$ cat src/rtl/easc_pkg.sv
// ----------------------------------------------------------------------------
// easc_pkg: shared types and constants for the address syntax checker
// Character codes, length limits and the per-character class bundle.
// ----------------------------------------------------------------------------
`default_nettype none

package easc_pkg;

  // Length limits of the two address parts
  localparam int MAX_LOCAL_LEN   = 64;
  localparam int MAX_DOMAIN_SPAN = 63;

  // Saturating part counters
  localparam int CNT_W = 7;
  localparam logic [CNT_W-1:0] CNT_MAX = '1;

  // Limits as counter-width constants
  localparam logic [CNT_W-1:0] LOCAL_LIMIT  = CNT_W'(MAX_LOCAL_LEN);
  localparam logic [CNT_W-1:0] DOMAIN_LIMIT = CNT_W'(MAX_DOMAIN_SPAN - 1);

  // Character codes
  localparam logic [7:0] CH_AT   = 8'h40;
  localparam logic [7:0] CH_DOT  = 8'h2E;
  localparam logic [7:0] CH_DASH = 8'h2D;

  typedef logic [7:0]       char_t;
  typedef logic [CNT_W-1:0] cnt_t;

  // Class of one character
  typedef struct packed {
    logic is_at;       // '@'
    logic is_dot;      // '.'
    logic is_basic;    // letter, digit, '.' or '-'
    logic is_special;  // one of !#$%&'*+/=?^_`{|}~
  } char_class_t;

endpackage : easc_pkg

`default_nettype wire

$ cat src/rtl/easc_classify.sv
// ----------------------------------------------------------------------------
// easc_classify: character class decoder
// Sort one byte into the classes that the syntax rules test.
// ----------------------------------------------------------------------------
`default_nettype none

module easc_classify (
  input  easc_pkg::char_t       char_code,
  output easc_pkg::char_class_t cls
);
  import easc_pkg::*;

  logic letter;
  logic digit;

  assign letter = (char_code inside {[8'h41:8'h5A], [8'h61:8'h7A]});
  assign digit  = (char_code inside {[8'h30:8'h39]});

  assign cls.is_at      = (char_code == CH_AT);
  assign cls.is_dot     = (char_code == CH_DOT);
  assign cls.is_basic   = letter || digit || (char_code == CH_DOT) || (char_code == CH_DASH);
  // ! # $ % & ' * + / = ? ^ _ ` { | } ~
  assign cls.is_special = (char_code inside {8'h21, [8'h23:8'h27], 8'h2A, 8'h2B, 8'h2F,
                                             8'h3D, 8'h3F, [8'h5E:8'h60], [8'h7B:8'h7E]});

endmodule : easc_classify

`default_nettype wire

$ cat src/rtl/easc_rules.sv
// ----------------------------------------------------------------------------
// easc_rules: address state and rule checks
// Hold the per-address state, apply one character per step, and form the
// verdict on the final character.
// ----------------------------------------------------------------------------
`default_nettype none

module easc_rules (
  input  wire                   clk,
  input  wire                   rst_n,
  input  wire                   step,     // one character is consumed
  input  easc_pkg::char_class_t cls,
  input  wire                   is_last,
  output logic                  verdict   // valid only with step && is_last
);
  import easc_pkg::*;

  logic in_domain_r, in_domain_nxt;
  cnt_t local_count_r, local_count_nxt;
  cnt_t domain_count_r, domain_count_nxt;
  logic prev_dot_r, prev_dot_nxt;
  logic failed_r, failed_nxt;

  always_comb begin
    in_domain_nxt    = in_domain_r;
    local_count_nxt  = local_count_r;
    domain_count_nxt = domain_count_r;
    prev_dot_nxt     = prev_dot_r;
    failed_nxt       = failed_r;
    if (!in_domain_r) begin
      if (cls.is_at) begin
        if ((local_count_r == '0) || prev_dot_r) failed_nxt = 1'b1;
        in_domain_nxt = 1'b1;
        prev_dot_nxt  = 1'b0;
      end else begin
        if (!cls.is_basic && !cls.is_special) failed_nxt = 1'b1;
        if (cls.is_dot && ((local_count_r == '0) || prev_dot_r)) failed_nxt = 1'b1;
        prev_dot_nxt    = cls.is_dot;
        local_count_nxt = (local_count_r == CNT_MAX) ? CNT_MAX : local_count_r + cnt_t'(1);
        if (local_count_nxt > LOCAL_LIMIT) failed_nxt = 1'b1;
      end
    end else begin
      if (!cls.is_basic) failed_nxt = 1'b1;
      if (cls.is_dot && ((domain_count_r == '0) || prev_dot_r)) failed_nxt = 1'b1;
      prev_dot_nxt     = cls.is_dot;
      domain_count_nxt = (domain_count_r == CNT_MAX) ? CNT_MAX : domain_count_r + cnt_t'(1);
      if (domain_count_nxt > DOMAIN_LIMIT) failed_nxt = 1'b1;
    end
  end

  assign verdict = !failed_nxt && in_domain_nxt && (domain_count_nxt != '0) && !prev_dot_nxt;

  // Clear all state on reset and after the final character so the next address starts fresh
  always_ff @(posedge clk) begin
    if (!rst_n || (step && is_last)) begin
      in_domain_r    <= 1'b0;
      local_count_r  <= '0;
      domain_count_r <= '0;
      prev_dot_r     <= 1'b0;
      failed_r       <= 1'b0;
    end else if (step) begin
      in_domain_r    <= in_domain_nxt;
      local_count_r  <= local_count_nxt;
      domain_count_r <= domain_count_nxt;
      prev_dot_r     <= prev_dot_nxt;
      failed_r       <= failed_nxt;
    end
  end

endmodule : easc_rules

`default_nettype wire

$ cat src/rtl/email_address_syntax_check.sv
// ----------------------------------------------------------------------------
// email_address_syntax_check: streaming address syntax checker
// Check an address one character per beat and report one pass/fail bit.
// ----------------------------------------------------------------------------
// Usage:
//   Input channel (in_valid/in_ready): one beat per character, in_char_code
//   holds the raw byte and in_is_last marks the final character.
//   Result channel (out_valid/out_ready): one beat per address, sent for the
//   beat that carried in_is_last; out_valid_res is 1 when the address passed.
//   Result path: the final character passes the input register, then the
//   result register, which raises out_valid; the receiver takes the result
//   at an edge with out_ready high.
//   Throughput: one character per cycle unless stalled. Rule checks: a byte
//   decode and a 7-bit counter update between input register and state.
//   Stall: while a result waits, characters that are not the final one keep
//   flowing; a final character holds in the input register until the result
//   register frees, and in_ready drops only then.
//   Reset (rst_n low, synchronous): drop both registered beats and return to
//   the start of a new address.
// ----------------------------------------------------------------------------
`default_nettype none

module email_address_syntax_check (
  input  wire              clk,
  input  wire              rst_n,
  input  wire              in_valid,
  output logic             in_ready,
  input  easc_pkg::char_t  in_char_code,
  input  wire              in_is_last,
  output logic             out_valid,
  input  wire              out_ready,
  output logic             out_valid_res
);
  import easc_pkg::*;

  // Input register
  logic        s1_valid_r;
  char_t       s1_char_r;
  logic        s1_last_r;
  logic        s1_go;

  // Result register
  logic        out_valid_r;
  logic        out_res_r;

  char_class_t cls;
  logic        verdict;

  // Advance the input beat unless it is a final character facing a full,
  // stalled result register.
  assign s1_go    = s1_valid_r && (!s1_last_r || !out_valid_r || out_ready);
  assign in_ready = !s1_valid_r || s1_go;

  always_ff @(posedge clk) begin
    if (!rst_n) begin
      s1_valid_r <= 1'b0;
    end else if (in_ready) begin
      s1_valid_r <= in_valid;
    end
  end

  always_ff @(posedge clk) begin
    if (in_valid && in_ready) begin
      s1_char_r <= in_char_code;
      s1_last_r <= in_is_last;
    end
  end

  easc_classify u_classify (
    .char_code (s1_char_r),
    .cls       (cls)
  );

  easc_rules u_rules (
    .clk     (clk),
    .rst_n   (rst_n),
    .step    (s1_go),
    .cls     (cls),
    .is_last (s1_last_r),
    .verdict (verdict)
  );

  // Load a result on a final character; clear after the receiver takes it
  always_ff @(posedge clk) begin
    if (!rst_n) begin
      out_valid_r <= 1'b0;
    end else if (s1_go && s1_last_r) begin
      out_valid_r <= 1'b1;
    end else if (out_ready) begin
      out_valid_r <= 1'b0;
    end
  end

  always_ff @(posedge clk) begin
    if (s1_go && s1_last_r) begin
      out_res_r <= verdict;
    end
  end

  assign out_valid     = out_valid_r;
  assign out_valid_res = out_res_r;

endmodule : email_address_syntax_check

`default_nettype wire

$ cat config.mk
export PLATFORM = sky130hd
export DESIGN_NAME = email_address_syntax_check
export DESIGN_NICKNAME = d
export VERILOG_FILES = /design/src/rtl/easc_pkg.sv /design/src/rtl/easc_classify.sv /design/src/rtl/easc_rules.sv /design/src/rtl/email_address_syntax_check.sv
export SDC_FILE = /design/constraint.sdc
export NUM_CORES = 1
export LEC_CHECK = 0
export BUFFER_PORTS_ARGS = -buffer_cell sky130_fd_sc_hd__buf_2
export CAP_MARGIN = 0
export CORE_ASPECT_RATIO = 1.75
export CORE_MARGIN = 3
export CORE_UTILIZATION = 40
export DETAILED_ROUTE_END_ITERATION = 8
export HOLD_SLACK_MARGIN = 0.06
export SYNTH_ARGS = -nofsm -noshare
export SYNTH_HDL_FRONTEND = slang
export SYNTH_SLANG_ARGS = --single-unit
$ cat constraint.sdc
create_clock -name clk -period 5.9 [get_ports clk]
set_input_delay 1.18 -clock clk [delete_from_list [all_inputs] [get_ports clk]]
set_output_delay 1.18 -clock clk [all_outputs]
set_load 0.01 [all_outputs]
==> metrics.md <==
| Metric | Value |
|---|---|
| Max cap viols | 0 |
| Final core utilization | 45.8% |
| Crit path kind | input pin to output port |
| Largest net degree at the start of global routing | 19 |
| Full die area | 5370 µm² |
| Final Non-Filler Cells | 266 |
| Final worst slack | 2970 ps |
| Clock latency on the worst-skew pair | 280 ps |
| Seq/Total Area, Yosys | 37.8% |
| Lkg Pwr | 0.696 nW |
| Hold wc startpoint | s1_valid_r |
| Final Hold Slack | 522 ps |
| Antenna Nets Post-Route | 0 |
| Int Pwr | 310 µW |
| TritonRoute pass-1 iters | 4 |
| Measured slew at the worst slew-check pin | 918 ps |
| PD cells | 215 nW/µm² |
| Commonest non-fill, non-tap cell in the layout | a21oi_1 |
| Syn_nets | 231 |
| Reg2reg start | s1_char_r[2] |
| Synth cell types | 48 |
| Setup WS pre-CTS | 2970 ps |
| Setup bufs post-CTS | 0 |
| R2R cell count | 6 |
| Peak supply drop | 0.000248 V |
| Clk pwr share | 38.2% |
| Reg2reg end | u_rules.failed_r |
| Switching share of power | 25.7% |
| TritonCTS buffer count | 5 |
| Final hold violations | 0 |
| Crit path capture | in_ready |
| Run status | finished, final reports clean |
| Total net switching power | 107 µW |
| DP HPWL | 2.88 mm |
| Slew HR | 38.5% |
| Reg2reg setup slack | 3640 ps |
| Final wirelength | 3.88 mm |
| CTS Buffer Depth | 2 |
| Syn. warnings | 0 |
| CTS tree | yes |
| GRT Util Overall | 15.3% |
| Row count | 31 |
| Fin. max-slew vios | 0 |
| Nets | 234 |
| Vias/cell | 5.79 |
| CTS Sinks | 29 |
| Initial Util | 42.6% |
| Post-synth EDFFs | 10 |
| Share of cells above drive strength 1 | 12.4% |
| Die width | 56.7 µm |
| Post-CTS Hold Fix Bufs | 0 |
| Crit Path Max Fanout | 3 |
| Fin crit period | 2930 ps |
| RSZ-0062 raised after global routing | no |
| CTS root buf | clkbuf_8 |
| Layout Skew | 8.85 ps |
| Peak Freq | 341 MHz |
| Post-CTS resize count | 0 |
| First-pass GRT wire length | 6.48 mm |
| Residual DRC | 0 |
| Mapped Cells | 213 |
| Drt wl/cell | 14.6 µm |
| Final setup fails | 0 |
| Post-synthesis cell area | 1800 µm² |
| IO Port Bufs | 15 |
| Core Area | 4230 µm² |
| Post-placement cell area | 1850 µm² |
| Initial DRC count | 55 |
| Worst Path Required | 4720 ps |
| Worst setup path start | out_ready |
| Async set-reset flop share out of synthesis | 0% |
| Commonest cells after routing, fill and taps aside | 20 x a21oi_1, 19 x nor2_1, 19 x dfxtp_1 |
| Sequential power share | 54.0% |
| Worst Setup End Kind | output port |
| Count of boundary I/O pins | 16 |
| Vias in the first global route | 1459 |
| DR vias | 1541 |
| Fin Setup TNS | 0 ps |
| Ant diodes | 0 |
| H-tree levels | 2 |
| Total congestion overflow | 0 |
| Die span in y | 94.8 µm |
| Fin crit share | 49.7% |
| Reg clk slew, reported paths | 60 ps |
| Post-synthesis register bit count | 29 |
| Worst EP arrival | 1750 ps |
| Syn Area/Cell | 8.45 µm² |
| Worst hold path type | flop to flop |
| Dpl cells | 258 |
| Total Power | 416 µW |
| Post-route design area | 1940 µm² |
| Area growth from synthesis to layout | 7.57% |
| Gate power share | 7.8% |
| Startpoint Class | input pin |
| Antenna violations before repair | 0 |
| Ys flop type | dfxtp_1 |
| Fill count | 435 |
| Final GP Congestion | 0.839 |
==> power by group through the flow <==
stage                     clock, mW  combinational, mW  sequential (mW)
after global placement            0             0.0326            0.229
after global routing          0.169             0.0376            0.226
after floorplan                   0             0.0308            0.221
after detailed placement          0             0.0329            0.229
after CTS                     0.164             0.0331            0.224
final                         0.159             0.0326            0.225
==> final cells by class <==
type                       instances  area [µm²]  share of cell area, %
clock inverter                     3        17.5                  0.904
inverter                           8        30.0                   1.55
clock buffer                       5        68.8                   3.55
timing repair buffer              15        75.1                   3.88
tap                               49        61.3                   3.17
sequential                        29         681                   35.1
multi-input combinational        157        1000                   51.8
==> layer usage <==
metal / part of all wire [%] / vias to the layer above / GRT usage [%]
met5: 0 / - / 0
met2: 54 / 8 / 27.5
met3: 1.3 / 5 / 2.60
li1: - / 788 / -
met4: 1.8 / 0 / 7.72
met1: 43 / 740 / 16.9
==> synthesized netlist by cell type, types with 3 or more instances <==
library cell / n / share of area [%]
a211oi_1: 7 / 2.9
a21oi_1: 20 / 5.6
a311oi_1: 3 / 1.5
a31oi_1: 6 / 2.1
and3_1: 4 / 1.4
buf_2: 3 / 0.83
clkbuf_1: 12 / 2.5
dfxtp_1: 19 / 21
edfxtp_1: 10 / 17
ha_1: 5 / 3.5
inv_1: 8 / 1.7
mux2i_1: 6 / 3.3
nand2_1: 18 / 3.8
nand2b_1: 6 / 2.1
nand3_1: 7 / 1.9
nand4_1: 3 / 1.0
nand4b_1: 3 / 1.5
nor2_1: 19 / 4.0
nor3_1: 8 / 2.2
nor4_1: 5 / 1.7
nor4b_1: 3 / 1.5
o32ai_1: 3 / 1.5
xnor2_1: 4 / 1.9
==> how the worst min path moves through the flow <==
stage,to,cells after the start
final,out_valid,2
after global routing,u_rules.local_count_r[0],2
after CTS,out_valid,2
after detailed placement,out_valid,2
after global placement,u_rules.local_count_r[0],2
after floorplan,u_rules.local_count_r[0],2
==> flip-flops by register name, indices dropped and copies added, names as in the netlist <==
register	count
u_rules.in_domain_r	1
out_valid_res	1
s1_last_r	1
u_rules.local_count_r	7
s1_valid_r	1
u_rules.prev_dot_r	1
u_rules.domain_count_r	7
s1_char_r	8
out_valid	1
u_rules.failed_r	1
==> critical path, stage by stage <==
cell and delay [ps]:
buf_2 100, nor2b_1 190, nand3_1 120, buf_2 150
==> cells by family (layout without fill, tap and decap cells) <==
group | after synthesis | in the layout | share of synthesized area, %
flip-flops | 29 | 29 | 37.8
multiplexers | 6 | 6 | 3.34
buffers and inverters | 27 | 31 | 6.46
XOR/XNOR | 5 | 5 | 2.43
AO/OA/AOI/OAI | 54 | 54 | 19.8
adder cells (fa/ha/maj) | 5 | 5 | 3.47
AND/OR/NAND/NOR | 87 | 87 | 26.7
No activity file was read; power rests on OpenSTA's default activity.
